==> config.mk <==
export PLATFORM = sky130hd
export DESIGN_NAME = lock_table_arbiter
export DESIGN_NICKNAME = d
export VERILOG_FILES = /design/src/lta_pkg.sv /design/src/lta_ram.sv /design/src/lta_search.sv /design/src/lock_table_arbiter.sv
export SDC_FILE = /design/constraint.sdc
export NUM_CORES = 1
export LEC_CHECK = 0
export ABC_CLOCK_PERIOD_IN_PS = 4180
export BUFFER_PORTS_ARGS = -buffer_cell sky130_fd_sc_hd__buf_2
export CORE_UTILIZATION = 60
export DETAILED_ROUTE_END_ITERATION = 7
export PLACE_DENSITY = 0.77
export SYNTH_ARGS = -nofsm -noshare
export SYNTH_HDL_FRONTEND = slang
export SYNTH_SLANG_ARGS = --single-unit
==> constraint.sdc <==
create_clock -name clk_i -period 4.18 [get_ports clk_i]
set_clock_uncertainty 0.2 [all_clocks]
set_input_delay 0.836 -clock clk_i [delete_from_list [all_inputs] [get_ports clk_i]]
set_output_delay 0.836 -clock clk_i [all_outputs]
set_load 0.02 [all_outputs]
==> src/lta_pkg.sv <==
// ----------------------------------------------------------------------------
// lta_pkg
// shared types and constants for the lock table arbiter
// ----------------------------------------------------------------------------
package lta_pkg;

  // default table geometry
  localparam int unsigned TableEntriesDef = 16;
  localparam int unsigned KeyWidthDef     = 16;

  // fixed field widths
  localparam int unsigned OwnerWidth  = 2;
  localparam int unsigned SlotWidth   = 4;
  localparam int unsigned StatusWidth = 3;

  typedef enum logic [StatusWidth-1:0] {
    StGranted  = 3'd0,
    StPending  = 3'd1,
    StReleased = 3'd2,
    StIgnored  = 3'd3,
    StFull     = 3'd4
  } status_e;

  // search unit report to the request sequencer
  typedef struct packed {
    logic done;
    logic hit;
  } srch_stat_t;

endpackage

==> src/lta_ram.sv <==
// ----------------------------------------------------------------------------
// lta_ram
// generic single write port ram with registered read
// ----------------------------------------------------------------------------
module lta_ram #(
  parameter int unsigned Width = 18,
  parameter int unsigned Depth = 16
) (
  input  logic                                   clk_i,
  input  logic                                   we_i,
  input  logic [(Depth > 1 ? $clog2(Depth) : 1)-1:0] waddr_i,
  input  logic [Width-1:0]                       wdata_i,
  input  logic [(Depth > 1 ? $clog2(Depth) : 1)-1:0] raddr_i,
  output logic [Width-1:0]                       rdata_o
);

  logic [Width-1:0] mem_q [Depth];
  logic [Width-1:0] rdata_q;

  always_ff @(posedge clk_i) begin
    if (we_i) begin
      mem_q[waddr_i] <= wdata_i;
    end
    rdata_q <= mem_q[raddr_i];
  end

  assign rdata_o = rdata_q;

endmodule

==> src/lta_search.sv <==
// ----------------------------------------------------------------------------
// lta_search
// linear table search, one entry compared per cycle with a shared comparator
// ----------------------------------------------------------------------------
module lta_search #(
  parameter int unsigned TABLE_ENTRIES = lta_pkg::TableEntriesDef,
  parameter int unsigned KEY_WIDTH     = lta_pkg::KeyWidthDef,
  localparam int unsigned IdxW = (TABLE_ENTRIES > 1) ? $clog2(TABLE_ENTRIES) : 1,
  localparam int unsigned CntW = $clog2(TABLE_ENTRIES + 1)
) (
  input  logic                            clk_i,
  input  logic                            rst_ni,
  input  logic                            start_i,
  input  logic [KEY_WIDTH-1:0]            key_i,
  input  logic [CntW-1:0]                 count_i,
  output logic [IdxW-1:0]                 rd_addr_o,
  input  logic [KEY_WIDTH-1:0]            rd_key_i,
  input  logic [lta_pkg::OwnerWidth-1:0]  rd_owner_i,
  output lta_pkg::srch_stat_t             stat_o,
  output logic [IdxW-1:0]                 idx_o,
  output logic [lta_pkg::OwnerWidth-1:0]  owner_o
);

  localparam logic SR_IDLE = 1'b0;
  localparam logic SR_CMP  = 1'b1;

  logic                           state_q, state_d;
  logic [IdxW-1:0]                idx_q, idx_d;
  logic                           done_q, done_d;
  logic                           hit_q, hit_d;
  logic [lta_pkg::OwnerWidth-1:0] owner_q, owner_d;
  logic [IdxW-1:0]                idx_inc;
  logic                           last_entry;

  assign idx_inc    = idx_q + IdxW'(1);
  // valid entries always form a prefix of the table
  assign last_entry = (CntW'(idx_q) + CntW'(1)) == count_i;
  assign rd_addr_o  = (state_q == SR_IDLE) ? '0 : idx_inc;

  always_comb begin
    state_d = state_q;
    idx_d   = idx_q;
    done_d  = 1'b0;
    hit_d   = hit_q;
    owner_d = owner_q;
    unique case (state_q)
      SR_IDLE: begin
        if (start_i) begin
          idx_d = '0;
          hit_d = 1'b0;
          if (count_i == '0) begin
            done_d = 1'b1;
          end else begin
            state_d = SR_CMP;
          end
        end
      end
      SR_CMP: begin
        if (rd_key_i == key_i) begin
          hit_d   = 1'b1;
          done_d  = 1'b1;
          owner_d = rd_owner_i;
          state_d = SR_IDLE;
        end else if (last_entry) begin
          done_d  = 1'b1;
          state_d = SR_IDLE;
        end else begin
          idx_d = idx_inc;
        end
      end
      default: state_d = SR_IDLE;
    endcase
  end

  always_ff @(posedge clk_i or negedge rst_ni) begin
    if (!rst_ni) begin
      state_q <= SR_IDLE;
      done_q  <= 1'b0;
      hit_q   <= 1'b0;
    end else begin
      state_q <= state_d;
      done_q  <= done_d;
      hit_q   <= hit_d;
    end
  end

  always_ff @(posedge clk_i) begin
    idx_q   <= idx_d;
    owner_q <= owner_d;
  end

  assign stat_o.done = done_q;
  assign stat_o.hit  = hit_q;
  assign idx_o       = idx_q;
  assign owner_o     = owner_q;

endmodule

==> src/lock_table_arbiter.sv <==
// ----------------------------------------------------------------------------
// lock_table_arbiter
// lock manager for several cores: acquire and release of lock identifiers
// against a bounded table searched one entry per cycle
// ----------------------------------------------------------------------------
//  channel | direction | handshake                | payload
//  in      | in        | in_valid_i / in_stall_o  | func, requesting_core, lock_key
//  out     | out       | out_valid_o / out_stall_i| status, clear_mailbox, entry_slot
//
//  the result is loaded into the output register after the search, which visits
//  the occupied entries up to a match (0 to TABLE_ENTRIES of them); the next
//  request is taken once the result is loaded
//  the search walks the key/owner ram one entry per cycle through one comparator
//  in_stall_o is high from acceptance until the result is loaded into the
//  output register; a stalled output holds the block in its update stage
//  reset empties the table (fill count and held flags); ram contents are kept
// ----------------------------------------------------------------------------
module lock_table_arbiter #(
  parameter int unsigned TABLE_ENTRIES = lta_pkg::TableEntriesDef,
  parameter int unsigned KEY_WIDTH     = lta_pkg::KeyWidthDef
) (
  input  logic                            clk_i,
  input  logic                            rst_ni,
  input  logic                            in_valid_i,
  output logic                            in_stall_o,
  input  logic                            func_i,
  input  logic [lta_pkg::OwnerWidth-1:0]  requesting_core_i,
  input  logic [KEY_WIDTH-1:0]            lock_key_i,
  output logic                            out_valid_o,
  input  logic                            out_stall_i,
  output logic [lta_pkg::StatusWidth-1:0] status_o,
  output logic                            clear_mailbox_o,
  output logic [lta_pkg::SlotWidth-1:0]   entry_slot_o
);

  localparam int unsigned IdxW  = (TABLE_ENTRIES > 1) ? $clog2(TABLE_ENTRIES) : 1;
  localparam int unsigned CntW  = $clog2(TABLE_ENTRIES + 1);
  localparam int unsigned OwnW  = lta_pkg::OwnerWidth;
  localparam int unsigned RamW  = KEY_WIDTH + OwnW;

  localparam logic [1:0] T_IDLE   = 2'd0;
  localparam logic [1:0] T_SEARCH = 2'd1;
  localparam logic [1:0] T_DECIDE = 2'd2;

  logic [1:0]               state_q, state_d;
  logic                     func_q;
  logic [OwnW-1:0]          core_q;
  logic [KEY_WIDTH-1:0]     key_q;
  logic [CntW-1:0]          count_q, count_d;
  logic [TABLE_ENTRIES-1:0] held_q, held_d;

  logic                     out_valid_q, out_valid_d;
  lta_pkg::status_e         status_q, status_d;
  logic                     clear_q, clear_d;
  logic [lta_pkg::SlotWidth-1:0] slot_out_q, slot_out_d;

  logic                     in_accept;
  logic                     out_free;
  lta_pkg::srch_stat_t      srch_stat;
  logic [IdxW-1:0]          srch_idx;
  logic [OwnW-1:0]          srch_owner;
  logic [IdxW-1:0]          rd_addr;
  logic [RamW-1:0]          rd_data;
  logic                     ram_we;

  logic                     full;
  logic [IdxW-1:0]          slot;
  logic                     held_cur;

  assign in_stall_o = (state_q != T_IDLE);
  assign in_accept  = in_valid_i && !in_stall_o;
  assign out_free   = !out_valid_q || !out_stall_i;

  lta_ram #(
    .Width (RamW),
    .Depth (TABLE_ENTRIES)
  ) u_ram (
    .clk_i   (clk_i),
    .we_i    (ram_we),
    .waddr_i (slot),
    .wdata_i ({key_q, core_q}),
    .raddr_i (rd_addr),
    .rdata_o (rd_data)
  );

  lta_search #(
    .TABLE_ENTRIES (TABLE_ENTRIES),
    .KEY_WIDTH     (KEY_WIDTH)
  ) u_search (
    .clk_i      (clk_i),
    .rst_ni     (rst_ni),
    .start_i    (in_accept),
    .key_i      (key_q),
    .count_i    (count_q),
    .rd_addr_o  (rd_addr),
    .rd_key_i   (rd_data[RamW-1:OwnW]),
    .rd_owner_i (rd_data[OwnW-1:0]),
    .stat_o     (srch_stat),
    .idx_o      (srch_idx),
    .owner_o    (srch_owner)
  );

  // a miss claims the first free slot, which is the fill count
  assign full     = !srch_stat.hit && (count_q == CntW'(TABLE_ENTRIES));
  assign slot     = srch_stat.hit ? srch_idx : count_q[IdxW-1:0];
  assign held_cur = srch_stat.hit && held_q[slot];

  always_comb begin
    state_d     = state_q;
    count_d     = count_q;
    held_d      = held_q;
    out_valid_d = out_valid_q;
    status_d    = status_q;
    clear_d     = clear_q;
    slot_out_d  = slot_out_q;
    ram_we      = 1'b0;

    if (out_valid_q && !out_stall_i) begin
      out_valid_d = 1'b0;
    end

    unique case (state_q)
      T_IDLE: begin
        if (in_accept) begin
          state_d = T_SEARCH;
        end
      end
      T_SEARCH: begin
        if (srch_stat.done) begin
          state_d = T_DECIDE;
        end
      end
      T_DECIDE: begin
        if (out_free) begin
          state_d     = T_IDLE;
          out_valid_d = 1'b1;
          clear_d     = 1'b0;
          if (full) begin
            status_d   = lta_pkg::StFull;
            slot_out_d = '0;
          end else begin
            slot_out_d = lta_pkg::SlotWidth'(slot);
            if (!srch_stat.hit) begin
              count_d = count_q + CntW'(1);
              ram_we  = 1'b1;
            end
            if (!func_q) begin
              if (!held_cur) begin
                held_d[slot] = 1'b1;
                ram_we       = 1'b1;
                status_d     = lta_pkg::StGranted;
                clear_d      = 1'b1;
              end else begin
                status_d = lta_pkg::StPending;
              end
            end else begin
              if (held_cur && (srch_owner == core_q)) begin
                held_d[slot] = 1'b0;
                status_d     = lta_pkg::StReleased;
                clear_d      = 1'b1;
              end else begin
                // a claimed entry stays unheld; a hit entry keeps its held flag
                held_d[slot] = held_cur;
                status_d     = lta_pkg::StIgnored;
              end
            end
          end
        end
      end
      default: state_d = T_IDLE;
    endcase
  end

  always_ff @(posedge clk_i or negedge rst_ni) begin
    if (!rst_ni) begin
      state_q     <= T_IDLE;
      count_q     <= '0;
      held_q      <= '0;
      out_valid_q <= 1'b0;
    end else begin
      state_q     <= state_d;
      count_q     <= count_d;
      held_q      <= held_d;
      out_valid_q <= out_valid_d;
    end
  end

  always_ff @(posedge clk_i) begin
    if (in_accept) begin
      func_q <= func_i;
      core_q <= requesting_core_i;
      key_q  <= lock_key_i;
    end
    status_q   <= status_d;
    clear_q    <= clear_d;
    slot_out_q <= slot_out_d;
  end

  assign out_valid_o     = out_valid_q;
  assign status_o        = status_q;
  assign clear_mailbox_o = clear_q;
  assign entry_slot_o    = slot_out_q;

  // fill count stays within the table
  a_count_range: assert property (@(posedge clk_i) disable iff (!rst_ni)
    count_q <= CntW'(TABLE_ENTRIES))
    else $error("fill count beyond table size");

  // search completion only while the sequencer waits for it
  a_done_in_search: assert property (@(posedge clk_i) disable iff (!rst_ni)
    srch_stat.done |-> (state_q == T_SEARCH))
    else $error("search finished outside search stage");

  // a hit needs at least one occupied entry
  a_hit_needs_entry: assert property (@(posedge clk_i) disable iff (!rst_ni)
    (srch_stat.done && srch_stat.hit) |-> (count_q != '0))
    else $error("search hit on empty table");

  // a full-table result never clears a mailbox and leaves the count alone
  a_full_no_clear: assert property (@(posedge clk_i) disable iff (!rst_ni)
    ($rose(out_valid_q) && (status_q == lta_pkg::StFull))
      |-> (!clear_q && $stable(count_q)))
    else $error("table full result with side effects");

endmodule

==> results_dict.tcl, run 1 <==
set metrics [dict create \
    outcome "finished, final reports clean" \
    antenna_found_initial 0 \
    synthDistinctLibCells 47 \
    post_drt_via_cell_ratio 6.202 \
    firstDrtPassIters 6 \
    synth-compound-area-share 0.08279 \
    post_dp_cell_area_mm2 0.01542 \
    hold_ws_ps 144.1 \
    antenna_left 0 \
    finalMaxSlewViolations 0 \
    drv_cap 0 \
    synth_top_family_by_area "compound AO/OA/AOI/OAI gates" \
    synth_nets 966 \
    postCtsHoldBufs 0 \
    ctsResizeCount 0 \
    grtUsageTotal 0.2602 \
    clk_pin_slew_ps 60 \
    diodes 0 \
    die_area_mm2 0.02506 \
    clock_latency_ps 520 \
    syn-cell-area_mm2 0.01466 \
    timing.final.crit_period_ps 3482 \
    min_period_over_period 0.8329 \
    vias 8354 \
    layout.nets 1027 \
    worst_slew_pin_slew_ps 1057 \
    cts_max_level 2 \
    cts_tree "yes" \
    start_kind "flop" \
    fin_setup_tns_ps 0 \
    syn_area_per_cell_um2 15.59 \
    root_buffer "clkbuf_16" \
    dp_hpwl_mm 19.42 \
    cp_data_required_time_ps 4230 \
    p_total_mw 11.87 \
    path_max_fanout 23 \
    clk_path_buf_depth 3 \
    final-setup-viol-count 0 \
    grt_overflow 0 \
    num_rows 56 \
    r2r_start "u_search.hit_q" \
    utilization 0.7010 \
    finalHoldViolCount 0 \
    finalWirelength_mm 30.99 \
    relSlewSlack 0.2943 \
    fillers 1570 \
    ys_ff_latch 366 \
    wl_per_cell_um 23.01 \
    areaGrowthSynthToFinish_pct 13.25 \
    die_h_um 158.3 \
    rsz0062_at_grt "false" \
    first_global_vias 7913 \
    worstSetupStartpoint "u_search.hit_q" \
    synthXorXnorAreaFrac 0.01613 \
    seq_area_frac_synth 0.7282 \
    io_buffers 32 \
    drive_above_1_share 0.1761 \
    gp_congestion 0.8787 \
    max_freq_mhz 287.2 \
    core_area_mm2 0.02368 \
    cp-end-kind "flop" \
    cts_setup_buffers 0 \
    p_per_area_mw_per_mm2 715.1 \
    post-route-drc-count 0 \
    drtIter0Drc 1027 \
    yosys.area_share.adder 0.002561 \
    critical_path_arrival_ps 3530 \
    io_pins 33 \
    irDropWorstVdd_mv 0.6180 \
    synth_cells 940 \
    clock-sinks 366 \
    critPathKind "flop to flop" \
    final_area_mm2 0.01660 \
    numCtsBuffers 36 \
    power_leakage_nw 5.637 \
    synth-simple-area-share 0.07187 \
    die_w_um 158.3 \
    initial_core_util 0.6190 \
    synth_mux_area_frac 0.07904 \
    hp-class "input pin to asynchronous set/reset pin" \
    synth_warnings 0 \
    grt_pass1_wl_mm 47.09 \
    grt_max_degree 73 \
]
==> worst paths after layout <==
| path | endpoint | slack, ps | cells after the start |
|---|---|---|---|
| max in group asynchronous | held_q[11] | 3210 | 1 |
| worst min register to register | u_search.owner_o[0] | 200 | 0 |
| min in group clk_i | u_search.owner_o[0] | 200 | 0 |
| worst max register to register | u_ram.mem_q[2][8] | 700 | 8 |
| worst min-delay path | u_search.hit_q | 140 | 1 |
| worst max-delay path | u_ram.mem_q[2][8] | 700 | 8 |
==> kinds of logic (layout without fill, tap and decap cells) <==
logic type,count (synthesis),count (layout)
adder cells (fa/ha/maj),3,3
XOR/XNOR,27,27
multiplexers,93,93
AO/OA/AOI/OAI,180,180
flip-flops,366,366
buffers and inverters,62,150
AND/OR/NAND/NOR,209,209
==> flip-flops by register name (all words and copies together) (netlist names), 2 cells and up <==
signal / count
core_q: 2
count_q: 5
entry_slot_o: 4
held_q: 16
key_q: 16
state_q: 2
status_o: 3
u_ram.mem_q: 288
u_ram.rdata_o: 18
u_search.idx_o: 4
u_search.owner_o: 2
==> Yosys cell counts, drive strengths merged <==
cell | count | area, um2
inv | 8 | 30.03
nand2 | 94 | 352.8
o21ai | 10 | 50.04
ha | 3 | 37.54
o21a | 3 | 22.52
nand3 | 6 | 35.03
mux2 | 2 | 22.52
a311oi | 18 | 157.7
dfxtp | 18 | 360.4
nor3 | 19 | 100.1
a31oi | 35 | 219.0
clkbuf | 26 | 97.59
xor2 | 6 | 52.55
a41o | 1 | 10.01
or3 | 3 | 18.77
mux4 | 18 | 405.4
dfrtp | 27 | 675.7
mux2i | 73 | 730.7
nand4 | 7 | 43.79
nor2b | 42 | 262.8
a211oi | 56 | 420.4
nor2 | 10 | 37.54
nor3b | 1 | 7.510
a21o | 1 | 7.510
edfxtp | 321 | 9639
nor4 | 2 | 12.51
o22a | 1 | 8.760
o41ai | 3 | 48.80
and2 | 8 | 50.05
or3b | 3 | 26.28
buf | 28 | 156.4
a21oi | 51 | 259.0
xnor2 | 21 | 183.9
or2 | 2 | 12.51
nand2b | 7 | 43.79
a32o | 1 | 10.01
nand3b | 5 | 50.05
==> per-layer routing <==
layer / track usage / routed length (um)
met1: 0.4007 / 13590
met2: 0.3843 / 13990
met3: 0.04192 / 2668
met4: 0.08059 / 733
met5: 0 / 0
==> layout make-up <==
class	count	area, um2	share of cell area
Sequential cell	366	10680	0.6430
Tap cell	319	399.1	0.02404
Clock inverter	19	200.2	0.01206
Clock buffer	46	979.7	0.05901
Timing Repair Buffer	77	523.0	0.03150
Multi-Input combinational cell	512	3792	0.2284
Inverter	8	31.28	0.001884
==> stage by stage <==
stage	instances	setup slack [ps]
finish	1347	698.3
global route	1347	532.4
CTS	1347	763.5
detailed placement	1282	792.4
global placement	1282	830.1
floorplan	940	480.8
==> critical path, cell delays in order, from the launching register on <==
cell     delay, ps
dfrtp_1        760
or3b_2         300
a21oi_1         90
o41ai_2        390
nand3_2        190
nor3_2         630
buf_4          320
nor3_2          70
buf_4          230
==> cell usage in the layout (no fill, tap or decap), drive strengths merged, types with 4 or more instances in the layout <==
master,synthesis,routed
edfxtp,321,321
nor2,10,10
nand2,94,94
dfxtp,18,18
mux2i,73,73
clkbuf,26,46
nand4,7,7
bufinv,0,4
o21ai,10,10
buf,28,77
nor2b,42,42
a21oi,51,51
nor3,19,19
and2,8,8
xnor2,21,21
a311oi,18,18
nand3b,5,5
nand2b,7,7
a31oi,35,35
dfrtp,27,27
xor2,6,6
inv,8,9
nand3,6,6
clkinv,0,12
a211oi,56,56
mux4,18,18
==> power by group <==
group | total (mW) | switching (mW) | internal (mW)
sequential | 4.78 | 0.309 | 4.47
clock | 3.21 | 1.30 | 1.91
combinational | 3.89 | 2.42 | 1.46
total | 11.9 | 4.03 | 7.84
No activity file was read; power rests on OpenSTA's default activity.
==> run 2, diff against run 1 <==
- ABC_CLOCK_PERIOD_IN_PS: 4180 -> 2800
- CORE_UTILIZATION: 60 -> 56
- PLACE_DENSITY: 0.77 -> 0.75
- clock period: 4.18 -> 2.8 ns (I/O delays scaled with it)
==> run 2 against run 1 <==
  * Count of clock-buffer cells in the layout grew 4
  * Non-clock buffer count grew 64
  * Maximum frequency grew 27%
  * Sequential share of layout area shrank 3.4 points
  * Clock power grew 53%
  * Final cell count grew 5.6%
  * Die area grew 7.0%
  * Critical path depth shrank 1
==> results_dict.tcl, run 2 (synthesis gave the netlist of run 1 again) <==
set metrics [dict create \
    outcome "finished, final reports clean" \
    largest_register_ffs 288 \
    antenna_found_initial 1 \
    numPlacedInstances 1337 \
    first_global_vias 8457 \
    r2r_end "u_search.idx_o[0]" \
    worst_slew_pin_slew_ps 629.0 \
    grt_pass1_wl_mm 50.99 \
    worstRegToRegCells 7 \
    initial_core_util 0.5771 \
    wl_per_cell_um 23.58 \
    post_drt_via_cell_ratio 6.094 \
    gp_congestion 0.8987 \
    largest_register "u_ram.mem_q" \
    areaGrowthSynthToFinish_pct 19.61 \
    finalHoldViolCount 0 \
    die_area_mm2 0.02683 \
    num_rows 58 \
    numCtsBuffers 37 \
    clock-sinks 366 \
    hp-class "input pin to flop" \
    clk_pin_slew_ps 60 \
    grt_max_degree 87 \
    irDropWorstVdd_mv 0.9464 \
    critical_path_arrival_ps 2780 \
    max_freq_mhz 364.3 \
    firstDrtPassIters 6 \
    reg2reg_slack_ps 50 \
    root_buffer "clkbuf_16" \
    grtUsageTotal 0.2623 \
    rsz0062_at_grt "true" \
    power_leakage_nw 6.024 \
    io_buffers 32 \
    mostFrequentLayoutCells "edfxtp_1 (321), nand2_1 (93), mux2i_1 (73)" \
    critPathKind "flop to flop" \
    final-setup-viol-count 0 \
    cp_data_required_time_ps 2830 \
    drtIter0Drc 728 \
    cp-end-kind "flop" \
    fin_setup_tns_ps 0 \
    die_w_um 163.8 \
    relSlewSlack 0.5807 \
    drive_above_1_share 0.2141 \
    crit_end "u_search.idx_o[0]" \
    start_kind "flop" \
    diodes 0 \
    clock_latency_ps 530 \
    pre_cts_slack_ps 17.74 \
    worstSetupStartpoint "key_q[11]" \
    post-route-drc-count 0 \
    utilization 0.6903 \
    fin_cells 1423 \
    finalWirelength_mm 33.56 \
    antenna_left 0 \
    timing.final.ws_setup_ps 54.96 \
    layout.nets 1092 \
    core_area_mm2 0.02540 \
    dp_hpwl_mm 21.64 \
    cts_tree "yes" \
    clk_path_buf_depth 3 \
    min_period_over_period 0.9804 \
    p_total_mw 18.72 \
    final_common_cell "edfxtp_1" \
    r2r_start "key_q[11]" \
    p_per_area_mw_per_mm2 1067 \
    finalMaxSlewViolations 0 \
    cts_max_level 2 \
    path_max_fanout 4 \
    drv_cap 0 \
    die_h_um 163.8 \
    io_pins 33 \
    vias 8672 \
    grt_overflow 0 \
    timing.final.crit_period_ps 2745 \
]
## run 2: cell types whose count changed in the layout (fill, tap and decap cells not counted), sizes merged
cell / change
clkinv: -4
buf: +46
clkinvlp: +1
dlygate4sd3: +18
clkbuf: +4
## run 2: per-stage QoR
| stage | hold slack [ps] | area, um2 |
|---|---|---|
| 3_3_place_gp | 187.6 | 16060 |
| 3_5_place_dp | 195.4 | 16060 |
| 4_1_cts | 0.2786 | 17450 |
| 5_1_grt | 7.429 | 17530 |
| 6_report | 21.78 | 17530 |
| 2_1_floorplan | 64.41 | 14840 |
## run 2: metal layers
metal	up-vias	share of wire	track usage
met4	0	0.026	0.08502
met1	4340	0.43	0.3815
met2	364	0.48	0.4149
li1	3912	-	-
met5	-	0	0
met3	56	0.069	0.03409
## run 2: worst min-delay path by stage
stage,startpoint,endpoint,slack (ps),cells past startpoint
finish,lock_key_i[0],key_q[0],20,1
floorplan,rst_ni,count_q[0],60,0
detailed placement,u_ram.rdata_o[1],u_search.owner_o[1],200,0
CTS,lock_key_i[5],key_q[5],0.3,1
global route,lock_key_i[2],key_q[2],7,1
global placement,u_ram.rdata_o[0],u_search.owner_o[0],190,0
## run 2: worst max-delay path, cell delays in order (launching register included)
cell,delay (ps)
edfxtp_1,460
xnor2_1,280
nand4_1,220
nor4_1,530
buf_4,210
nand2b_1,130
a41o_1,210
nand2_1,200
## run 2: area by class of cell
class,count,area (um2)
Sequential cell,366,10680
Fill cell,1651,7866
Multi-Input combinational cell,512,3926
Timing Repair Buffer,141,1262
Clock buffer,50,1006
Tap cell,330,412.9
Clock inverter,16,216.5
Inverter,8,31.28
## run 2: timing repair
item,in CTS,in global routing
endpoints found under the setup margin,32,238
gates resized for setup,1,12
pin swaps,0,2
hold buffers,17,1
hold endpoints to repair,43,1
buffers inserted,0,2
## run 2: where the power goes
group          switching (mW)  internal, mW  leakage, nW
Combinational            3.98          2.74         2.04
Clock                    2.00          2.92        0.582
Sequential              0.401          6.67         3.40
Total                    6.38          12.3         6.02
==> run 3, diff against run 2 <==
- ABC_CLOCK_PERIOD_IN_PS: 2800 -> 2900
- CORE_UTILIZATION: 56 -> 60
- PLACE_DENSITY: 0.75 -> 0.77
- clock period: 2.8 -> 2.9 ns (I/O delays scaled with it)
==> run 3 against run 2 <==
  * Combinational power shrank 2%
  * Sequential power shrank 4.0%
  * Design area shrank 0.53%
  * Worst hold slack gained 13 ps
  * Clock power shrank 13%
  * Final cell count shrank 0.42%
  * Critical path type unchanged
  * Total power shrank 5.4%
  * Sequential share of layout area grew 0.32 points
  * Global-route usage grew 1.3 points
  * Non-clock buffer count grew 5
  * Count of clock-buffer cells in the layout grew 3
  * Register-to-register slack gained 40 ps
==> results_dict.tcl, run 3 (synthesis gave the netlist of run 1 again) <==
set metrics [dict create \
    outcome "finished, final reports clean" \
    finalMaxSlewViolations 0 \
    finalHoldViolCount 0 \
    fin_cells 1417 \
    multi_input_area_mm2 0.003916 \
    relSlewSlack 0.5671 \
    post-route-drc-count 0 \
    initial_core_util 0.6190 \
    rsz0062_at_grt "false" \
    critical_path_arrival_ps 2990 \
    antenna_left 0 \
    clock_latency_ps 520 \
    mostFrequentLayoutCells "edfxtp_1 (321), nand2_1 (93), buf_4 (87)" \
    die_area_mm2 0.02506 \
    dp_hpwl_mm 20.92 \
    diodes 0 \
    grtUsageTotal 0.2753 \
    timing.final.crit_period_ps 2806 \
    drive_above_1_share 0.2240 \
    num_rows 56 \
    layout.nets 1097 \
    antenna_found_initial 0 \
    io_buffers 32 \
    vias 8675 \
    register_area_mm2 0.01068 \
    io_pins 33 \
    clk_path_buf_depth 3 \
    firstDrtPassIters 5 \
    grt_pass1_wl_mm 49.49 \
    min_period_over_period 0.9675 \
    fillers 1444 \
    drtIter0Drc 850 \
    finalWirelength_mm 32.93 \
    irDropWorstVdd_mv 0.6177 \
    largest_register "u_ram.mem_q" \
    post_dp_cell_area_mm2 0.01609 \
    final_common_cell "edfxtp_1" \
    first_global_vias 8356 \
    critPathKind "flop to flop" \
    gp_congestion 0.8629 \
    cp_data_required_time_ps 3080 \
    numPlacedInstances 1336 \
    final-setup-viol-count 0 \
    die_w_um 158.3 \
    drv_cap 0 \
    clk_pin_slew_ps 60 \
    hp-class "input pin to flop" \
    die_h_um 158.3 \
    cp-end-kind "flop" \
    cts_max_level 2 \
    path_max_fanout 72 \
    wl_per_cell_um 23.24 \
    core_area_mm2 0.02368 \
    grt_overflow 0 \
    p_per_area_mw_per_mm2 1015 \
    power_leakage_nw 6.001 \
    hold_ws_ps 35.05 \
    grt_max_degree 73 \
    clock-sinks 366 \
    root_buffer "clkbuf_16" \
    fin_setup_tns_ps 0 \
    cts_tree "yes" \
    areaGrowthSynthToFinish_pct 18.97 \
    largest_register_ffs 288 \
    worst_slew_pin_slew_ps 649.4 \
    start_kind "flop" \
    max_freq_mhz 356.4 \
    final_area_mm2 0.01744 \
    numCtsBuffers 37 \
    post_drt_via_cell_ratio 6.122 \
]
[run 3: cell types whose count changed in the layout (fill, tap and decap cells not counted), sizes merged]
cell         before  now
clkinvlp          3    1
dlygate4sd3      18    1
bufinv            4    0
clkbuf           50   53
clkinv            8   13
buf             123  145
inv               9    7
[run 3: worst paths after layout]
path	start	endpoint	slack [ps]	depth (start not counted)
max	u_search.idx_o[0]	u_ram.rdata_o[7]	90	7
min	lock_key_i[9]	key_q[9]	40	1
max reg2reg	u_search.idx_o[0]	u_ram.rdata_o[7]	90	7
min reg2reg	u_ram.rdata_o[0]	u_search.owner_o[0]	200	0
max in group asynchronous	rst_ni	u_search.hit_q	1590	2
min in group asynchronous	rst_ni	held_q[14]	450	2
[run 3: final cells by class]
class | count | share of cell area
clock buffer | 53 | 0.05833
inverter | 8 | 0.001794
tap | 319 | 0.02289
timing repair buffer | 146 | 0.07626
sequential | 366 | 0.6122
clock inverter | 13 | 0.004017
multi-input combinational | 512 | 0.2245
[run 3: worst max-delay path, stage by stage, from the launching register on]
cell and delay, ps:
edfxtp_1 460, buf_6 450, buf_8 410, nor2b_1 90
a211oi_1 320, a31oi_1 100, a211oi_1 510, a21oi_1 70
[run 3: report_power, final]
group | total, mW | switching (mW) | leakage [nW] | internal, mW
sequential | 6.79 | 0.352 | 3.40 | 6.44
clock | 4.29 | 1.85 | 0.526 | 2.44
combinational | 6.61 | 3.89 | 2.07 | 2.72
[run 3: per-stage QoR]
stage | setup WS (ps) | util | power (mW)
finish | 94.29 | 0.7364 | 17.70
CTS | 68.61 | 0.7345 | 17.65
global route | 8.211 | 0.7364 | 18.46
detailed placement | -419.4 | 0.6793 | 13.32
floorplan | -117.8 | - | 10.80
global placement | -306.4 | 0.6793 | 13.20
[run 3: timing repair]
| action | 4_1_cts | 5_1_grt |
|---|---|---|
| hold buffers | 1 | 0 |
| hold endpoints to repair | 27 | 0 |
| pin swaps | 10 | 1 |
| resized for setup | 2 | 6 |
| endpoints found under the setup margin | 305 | 289 |
| buffers inserted | 12 | 2 |
[run 3: per-layer routing]
metal  track usage  vias to the layer above  wire length [um]
met5             0                        -                 0
met4       0.07830                        0               708
met3       0.06968                       54              3267
met2        0.4046                      412             14690
met1        0.4112                     4295             14260
li1              -                     3914                 -
